[src/hw/rtl/ssm_pkg.sv]
// ----------------------------------------------------------------------------
// ssm_pkg: shared types and constants of the seven-segment scanner
// Holds the character decode table, the decode result type and the reset
// value of the lit tick limit.
// ----------------------------------------------------------------------------
`default_nettype none

package ssm_pkg;

	localparam int CHAR_W = 8;
	localparam int SEG_W = 8;
	localparam int POS_W = 2;
	localparam int NUM_POS = 3;
	localparam int LIMIT_W = 8;
	localparam int COUNT_W = 8;

	localparam logic [LIMIT_W-1:0] LIT_TICK_LIMIT_RESET = 8'd5;
	localparam logic [POS_W-1:0] DOT_POSITION = 2'd2;
	localparam logic [POS_W-1:0] LAST_POSITION = 2'd2;
	localparam logic [SEG_W-1:0] DOT_BIT = 8'h80;

	typedef logic [CHAR_W-1:0] char_t;
	typedef logic [SEG_W-1:0] seg_t;
	typedef logic [POS_W-1:0] pos_t;

	// Result of decoding one character: segment pattern and whether the
	// character is one the display knows.
	typedef struct packed {
		logic known;
		seg_t seg;
	} decode_t;

	function automatic decode_t decode_char(input char_t c);
		decode_t d;
		d.known = 1'b1;
		case (c)
			8'h30, 8'h4F: d.seg = 8'h3F;                 // 0 O
			8'h31: d.seg = 8'h06;                        // 1
			8'h32: d.seg = 8'h5B;                        // 2
			8'h33: d.seg = 8'h4F;                        // 3
			8'h34: d.seg = 8'h66;                        // 4
			8'h35, 8'h53, 8'h73: d.seg = 8'h6D;          // 5 S s
			8'h36: d.seg = 8'h7D;                        // 6
			8'h37: d.seg = 8'h07;                        // 7
			8'h38: d.seg = 8'h7F;                        // 8
			8'h39, 8'h47, 8'h67: d.seg = 8'h6F;          // 9 G g
			8'h41, 8'h61: d.seg = 8'h77;                 // A a
			8'h42, 8'h62: d.seg = 8'h7C;                 // B b
			8'h43: d.seg = 8'h39;                        // C
			8'h63: d.seg = 8'h58;                        // c
			8'h44, 8'h64: d.seg = 8'h5E;                 // D d
			8'h45, 8'h65: d.seg = 8'h79;                 // E e
			8'h46, 8'h66: d.seg = 8'h71;                 // F f
			8'h48: d.seg = 8'h76;                        // H
			8'h68: d.seg = 8'h74;                        // h
			8'h49: d.seg = 8'h30;                        // I
			8'h69: d.seg = 8'h04;                        // i
			8'h4A, 8'h6A: d.seg = 8'h1E;                 // J j
			8'h4C, 8'h6C: d.seg = 8'h38;                 // L l
			8'h4E, 8'h6E: d.seg = 8'h54;                 // N n
			8'h6F: d.seg = 8'h5C;                        // o
			8'h50, 8'h70: d.seg = 8'h73;                 // P p
			8'h51, 8'h71: d.seg = 8'h67;                 // Q q
			8'h52, 8'h72: d.seg = 8'h50;                 // R r
			8'h54, 8'h74: d.seg = 8'h78;                 // T t
			8'h55, 8'h75: d.seg = 8'h3E;                 // U u
			8'h56, 8'h76: d.seg = 8'h1C;                 // V v
			8'h59, 8'h79: d.seg = 8'h6E;                 // Y y
			8'h2D: d.seg = 8'h40;                        // minus
			8'h2B: d.seg = 8'hFF;                        // plus
			default: begin
				d.known = 1'b0;
				d.seg = '0;
			end
		endcase
		return d;
	endfunction

endpackage

`default_nettype wire

[src/hw/rtl/ssm_char_decode.sv]
// ----------------------------------------------------------------------------
// ssm_char_decode: character select and segment decode
// Picks the character of the scanned position, decodes it and adds the
// decimal point on the dot position when the direction flag is set.
// ----------------------------------------------------------------------------
`default_nettype none

module ssm_char_decode (
	input  wire ssm_pkg::char_t   char_pos0,
	input  wire ssm_pkg::char_t   char_pos1,
	input  wire ssm_pkg::char_t   char_pos2,
	input  wire logic             dir_flag,
	input  wire ssm_pkg::pos_t    position,
	output ssm_pkg::decode_t      dec
);

	ssm_pkg::char_t   ch;
	ssm_pkg::decode_t raw;

	always_comb begin
		case (position)
			2'd0: ch = char_pos0;
			2'd1: ch = char_pos1;
			2'd2: ch = char_pos2;
			default: ch = '0;
		endcase
	end

	assign raw = ssm_pkg::decode_char(ch);

	always_comb begin
		dec = raw;
		if (dir_flag && position == ssm_pkg::DOT_POSITION) begin
			dec.seg = raw.seg | ssm_pkg::DOT_BIT;
		end
	end

endmodule

`default_nettype wire

[src/hw/rtl/ssm_scan_state.sv]
// ----------------------------------------------------------------------------
// ssm_scan_state: scan sequencer and display registers
// Holds the blank/lit phase, tick count, scan position and the segment and
// enable registers, which are also the result seen at the output.
// ----------------------------------------------------------------------------
`default_nettype none

module ssm_scan_state (
	input  wire logic                              clk,
	input  wire logic                              arst_n,
	input  wire logic                              advance,
	input  wire logic [ssm_pkg::LIMIT_W-1:0]       lit_tick_limit,
	input  wire ssm_pkg::decode_t                  dec,
	output ssm_pkg::pos_t                          scan_position_q,
	output ssm_pkg::seg_t                          segment_q,
	output logic [ssm_pkg::NUM_POS-1:0]            enable_q
);

	logic                              lit_phase_q;
	logic [ssm_pkg::COUNT_W-1:0]       tick_count_q;
	logic [ssm_pkg::COUNT_W:0]         tick_next;
	logic                              lit_done;
	logic [ssm_pkg::NUM_POS-1:0]       pos_bit;

	// The count is compared one bit wider, so a limit of 255 gives 256 ticks.
	assign tick_next = {1'b0, tick_count_q} + 9'd1;
	assign lit_done = tick_next > {1'b0, lit_tick_limit};

	always_comb begin
		case (scan_position_q)
			2'd0: pos_bit = 3'b001;
			2'd1: pos_bit = 3'b010;
			2'd2: pos_bit = 3'b100;
			default: pos_bit = 3'b000;
		endcase
	end

	always_ff @(posedge clk or negedge arst_n) begin
		if (!arst_n) begin
			lit_phase_q <= 1'b0;
			tick_count_q <= '0;
			scan_position_q <= '0;
			segment_q <= '0;
			enable_q <= '0;
		end else if (advance) begin
			if (!lit_phase_q) begin
				lit_phase_q <= 1'b1;
			end else begin
				segment_q <= dec.seg;
				if (lit_done) begin
					lit_phase_q <= 1'b0;
					tick_count_q <= '0;
					enable_q <= '0;
					scan_position_q <= (scan_position_q >= ssm_pkg::LAST_POSITION) ?
						'0 : scan_position_q + 2'd1;
				end else begin
					tick_count_q <= tick_next[ssm_pkg::COUNT_W-1:0];
					if (dec.known) begin
						enable_q <= enable_q | pos_bit;
					end
				end
			end
		end
	end

	// Only the digit being scanned may ever be enabled.
	a_enable_matches_position: assert property (@(posedge clk) disable iff (!arst_n)
		(enable_q & ~pos_bit) == '0)
		else $error("digit enable set outside the scanned position");

	// During the blank phase every digit is off and the count is idle.
	a_blank_all_off: assert property (@(posedge clk) disable iff (!arst_n)
		!lit_phase_q |-> (enable_q == '0 && tick_count_q == '0))
		else $error("digit enabled or count running in blank phase");

	// The position never reaches three.
	a_position_range: assert property (@(posedge clk) disable iff (!arst_n)
		scan_position_q != 2'd3)
		else $error("scan position out of range");

	// Leaving the lit phase steps the position on.
	a_position_steps: assert property (@(posedge clk) disable iff (!arst_n)
		(advance && lit_phase_q && lit_done) |=>
		(scan_position_q != $past(scan_position_q)))
		else $error("scan position did not advance at end of lit phase");

endmodule

`default_nettype wire

[src/hw/rtl/seven_segment_mux_scanner.sv]
// Timing: an accepted item waits in the input register until the result slot
// is free or being emptied, and is then written into the display registers.
// Throughput: one item per cycle when not stalled, set by the single decode
// and count update between the input register and the display registers.
// Reset: arst_n clears phase, count, position, segments and enables and sets
// the lit tick limit to 5; no clearing pass follows.
// ----------------------------------------------------------------------------
// seven_segment_mux_scanner: three-digit multiplexed seven-segment scanner
// Takes one tick item per cycle unless stalled and returns the segment drive,
// digit enables and scan position after that tick.
// ----------------------------------------------------------------------------
`default_nettype none

module seven_segment_mux_scanner (
	input  wire logic                          clk,
	input  wire logic                          arst_n,
	input  wire logic                          lit_tick_limit_we,
	input  wire logic [ssm_pkg::LIMIT_W-1:0]   lit_tick_limit_wdata,
	input  wire logic                          in_valid,
	output logic                               in_stall,
	input  wire ssm_pkg::char_t                char_pos0,
	input  wire ssm_pkg::char_t                char_pos1,
	input  wire ssm_pkg::char_t                char_pos2,
	input  wire logic                          dir_flag,
	output logic                               out_valid,
	input  wire logic                          out_stall,
	output ssm_pkg::seg_t                      segments,
	output logic [ssm_pkg::NUM_POS-1:0]        digit_enables,
	output ssm_pkg::pos_t                      lit_position
);

	logic [ssm_pkg::LIMIT_W-1:0] lit_tick_limit_q;
	logic                        valid_s1;
	ssm_pkg::char_t              char0_s1;
	ssm_pkg::char_t              char1_s1;
	ssm_pkg::char_t              char2_s1;
	logic                        dir_s1;
	logic                        out_valid_q;
	logic                        accept;
	logic                        advance;
	ssm_pkg::decode_t            dec;

	// An item moves on into the display registers whenever the result slot
	// is free or being emptied in the same cycle.
	assign advance = valid_s1 && (!out_valid_q || !out_stall);
	assign in_stall = valid_s1 && !advance;
	assign accept = in_valid && !in_stall;
	assign out_valid = out_valid_q;

	always_ff @(posedge clk or negedge arst_n) begin
		if (!arst_n) begin
			lit_tick_limit_q <= ssm_pkg::LIT_TICK_LIMIT_RESET;
		end else if (lit_tick_limit_we) begin
			lit_tick_limit_q <= lit_tick_limit_wdata;
		end
	end

	always_ff @(posedge clk or negedge arst_n) begin
		if (!arst_n) begin
			valid_s1 <= 1'b0;
			out_valid_q <= 1'b0;
		end else begin
			if (accept) begin
				valid_s1 <= 1'b1;
			end else if (advance) begin
				valid_s1 <= 1'b0;
			end
			out_valid_q <= advance || (out_valid_q && out_stall);
		end
	end

	always_ff @(posedge clk) begin
		if (accept) begin
			char0_s1 <= char_pos0;
			char1_s1 <= char_pos1;
			char2_s1 <= char_pos2;
			dir_s1 <= dir_flag;
		end
	end

	ssm_char_decode u_decode (
		.char_pos0 (char0_s1),
		.char_pos1 (char1_s1),
		.char_pos2 (char2_s1),
		.dir_flag  (dir_s1),
		.position  (lit_position),
		.dec       (dec)
	);

	ssm_scan_state u_scan (
		.clk             (clk),
		.arst_n          (arst_n),
		.advance         (advance),
		.lit_tick_limit  (lit_tick_limit_q),
		.dec             (dec),
		.scan_position_q (lit_position),
		.segment_q       (segments),
		.enable_q        (digit_enables)
	);

endmodule

`default_nettype wire
[config.mk]
export PLATFORM = sky130hd
export DESIGN_NAME = seven_segment_mux_scanner
export DESIGN_NICKNAME = d
export VERILOG_FILES = /design/src/hw/rtl/ssm_pkg.sv /design/src/hw/rtl/ssm_char_decode.sv /design/src/hw/rtl/ssm_scan_state.sv /design/src/hw/rtl/seven_segment_mux_scanner.sv
export SDC_FILE = /design/constraint.sdc
export NUM_CORES = 1
export LEC_CHECK = 0
export ABC_AREA = 1
export BUFFER_PORTS_ARGS = -buffer_cell sky130_fd_sc_hd__buf_2
export CELL_PAD_IN_SITES_DETAIL_PLACEMENT = 0
export CELL_PAD_IN_SITES_GLOBAL_PLACEMENT = 1
export CORE_MARGIN = 2
export CORE_UTILIZATION = 46
export CTS_CLUSTER_DIAMETER = 60
export DETAILED_ROUTE_END_ITERATION = 12
export PLACE_DENSITY_LB_ADDON = 0.15
export SLEW_MARGIN = 20
export SYNTH_ARGS = -nofsm -noshare
export SYNTH_HDL_FRONTEND = slang
export SYNTH_HIERARCHICAL = 1
export SYNTH_SLANG_ARGS = --single-unit
[constraint.sdc]
create_clock -name clk -period 4.36 [get_ports clk]
set_clock_uncertainty 0.1 [all_clocks]
set_input_delay 0 -clock clk [delete_from_list [all_inputs] [get_ports clk]]
set_output_delay 0 -clock clk [all_outputs]
set_load 0.01 [all_outputs]
==> flow_metrics.env <==
export IMPL_grt_pass1_vias=3419
export IMPL_die_w_um=94.0
export IMPL_setup_viol=0
export IMPL_syn_avg_cell_area_um2=7.64
export IMPL_die_height_um=94.0
export IMPL_postCtsSetupBuffers=0
export IMPL_critPathRequiredTime_ps=4500
export IMPL_final_util_pct=61.5
export IMPL_routedWlPerCell_um=14.2
export IMPL_tns_ps=0
export IMPL_clock_path_buffers=2
export IMPL_start_kind="flip-flop"
export IMPL_fmax_mhz=354
export IMPL_firstDrtPassIters=5
export IMPL_max_slew_margin_pct=40.9
export IMPL_dieArea_mm2=0.00883
export IMPL_port_buffers=52
export IMPL_critical_path_class="flip-flop to flip-flop"
export IMPL_ys_ff_latch=57
export IMPL_syn_instance_count=487
export IMPL_core_area_mm2=0.00777
export IMPL_pin_count=53
export IMPL_grt_pass1_wl_mm=16.4
export IMPL_multi_input_area_mm2=0.00189
export IMPL_finalCritPeriodShare_pct=64.7
export IMPL_rows=32
export IMPL_diodes=0
export IMPL_ctsRootBufferMaster="clkbuf_8"
export IMPL_tritoncts="built"
export IMPL_h_tree_depth=3
export IMPL_antenna_found_initial=0
export IMPL_path_max_fanout=14
export IMPL_leakage_nw=2.63
export IMPL_yosys_top_cells_area="dfrtp_1, edfxtp_1, nand2_1, nand3_1, nor2_1"
export IMPL_synth_edff_count=25
export IMPL_arrival_ps=2960
export IMPL_drt_vias_per_instance=5.02
export IMPL_ys_dominant_reg_cell="dfrtp_1"
export IMPL_layout_common_cells="nand2_1, nor2_1, dlygate4sd3_1"
export IMPL_pre_cts_ws_ps=1570
export IMPL_instances_no_fill=703
export IMPL_seq_area_mm2=0.00155
export IMPL_status="completed"
export IMPL_final_hold_violation_count=0
export IMPL_yosys_warnings=6
export IMPL_syn_to_final_growth_pct=28.4
export IMPL_cts_buffers=9
export IMPL_ir_drop_uv=356
export IMPL_final_common_cell="nand2_1"
export IMPL_wl_mm=9.98
export IMPL_clkTransAtPathRegs_ps=90
export IMPL_grt_max_degree=33
export IMPL_num_vias=3532
export IMPL_cap_violations=0
export IMPL_drv_slew=0
export IMPL_hold_class="input pin to async pin"
export IMPL_clk_latency_ps=350
export IMPL_dp_hpwl_mm=6.56
export IMPL_power_density_mw_per_mm2=514
export IMPL_grt_use_total_pct=24.2
export IMPL_syn_area_mm2=0.00372
export IMPL_rsz0062_at_grt="no"
export IMPL_postRouteAntennaNets=0
export IMPL_rrSetupSlack_ps=1540
export IMPL_initial_core_util_pct=47.9
export IMPL_gp_congestion=0.976
export IMPL_drtIter0Drc=181
export IMPL_drc=0
export IMPL_seq_area_frac_synth_pct=41.7
export IMPL_worst_pin_slew_ps=885
export IMPL_ys_async_sr_fraction_pct=56.1
export IMPL_drive_above_1_share_pct=22.3
export IMPL_crit_path_end_kind="flip-flop"
export IMPL_numClockSinks=57
export IMPL_synth_fp_nets=534
export IMPL_n_fill_cell=683
export IMPL_layout_setup_ws_ps=1540
export IMPL_gr_total_overflow=0
export IMPL_synth_top_area_share_pct=20.2
export IMPL_fin_nets=643
export IMPL_layout_min_cycle_time_ps=2820
export IMPL_ys_types=32
export IMPL_numPlacedInstances=634
export IMPL_synth_top_area_cell="dfrtp_1"
-- cell usage after synthesis, types with 3 or more instances --
master    count
nand2_1     164
nor2_1       57
inv_1        51
nand3_1      43
dfrtp_1      30
edfxtp_1     25
nand2_2      18
nand3_2      14
nor2_4       10
o21ai_0      10
ha_1          9
nand4_1       9
nor2_2        8
inv_2         5
buf_6         4
nand2_4       4
xor2_1        4
nor3_1        3
-- state kept, by name, indices dropped and copies added, names as in the netlist --
register and flops:
dir_s1 1, u_scan/segment_q 8, char0_s1 8, char1_s1 8, valid_s1 1, u_scan/enable_q 3
u_scan/scan_position_q 2, u_scan/lit_phase_q 1, lit_tick_limit_q 8, u_scan/tick_count_q 8, char2_s1 8, out_valid 1
-- worst max-delay path, stage by stage (launching register included) --
cell and delay (ps):
dfrtp_1 730, inv_2 200, nand3_1 170, nand3_2 170, nand3_2 160, inv_2 100, nand2_1 210, nand2_1 80
nor2_1 100, nand3_1 90, nor2_1 120, nand2_1 130, a31o_2 270, nand2_1 60, inv_1 40
-- layer usage --
metal	wire, µm	part of all wire [%]	global-route usage [%]	up-vias
li1	-	-	-	1770
met2	4530	45	37.6	144
met1	4630	46	32.2	1594
met5	0	0	0	-
met4	250	2.5	10.7	0
met3	575	5.8	5.38	24
-- cell type report --
class | count | area share, %
flip-flops and latches | 57 | 32.5
well taps | 102 | 2.67
inverters | 57 | 4.58
clock inverters | 1 | 0.131
repair buffers | 105 | 16.5
multi-input cells | 366 | 39.4
clock buffers | 15 | 4.14
-- worst paths after layout --
path / to / depth (start not counted) / from
max: u_scan/enable_q[0] / 14 / u_scan/scan_position_q[0]
min: u_scan/segment_q[6] / 2 / arst_n
max reg2reg: u_scan/enable_q[0] / 14 / u_scan/scan_position_q[0]
min reg2reg: u_scan/segment_q[2] / 2 / u_scan/segment_q[2]
max in group asynchronous: lit_tick_limit_q[1] / 2 / arst_n
min in group clk: char2_s1[3] / 2 / char_pos2[3]
-- repair_timing --
action / CTS / global route
hold buffers: 53 / 0
endpoints found under the hold margin: 65 / 0
resized for setup: 0 / 0
-- through the flow --
stage | instance area (µm²) | hold slack, ps | power (mW)
floorplan | 3720 | -396 | 1.65
global placement | 4050 | -1.78 | 1.89
detailed placement | 4050 | -1.69 | 1.90
CTS | 4780 | 149 | 2.46
global route | 4780 | 212 | 2.66
finish | 4780 | 133 | 2.46
-- power by group --
part | total (mW) | switching (mW) | internal, mW
clock network | 0.511 | 0.222 | 0.289
registers | 0.750 | 0.0984 | 0.652
logic | 1.19 | 0.786 | 0.409
total | 2.46 | 1.11 | 1.35
-- logic make-up after synthesis --
kind of cell | share of synthesized area [%]
AO/OA/AOI/OAI | 2.59
AND/OR/NAND/NOR | 43.9
buffers and inverters | 7.60
XOR/XNOR | 1.18
adder cells (fa/ha/maj) | 3.03
flip-flops | 41.7
No activity file was read; power rests on OpenSTA's default activity.
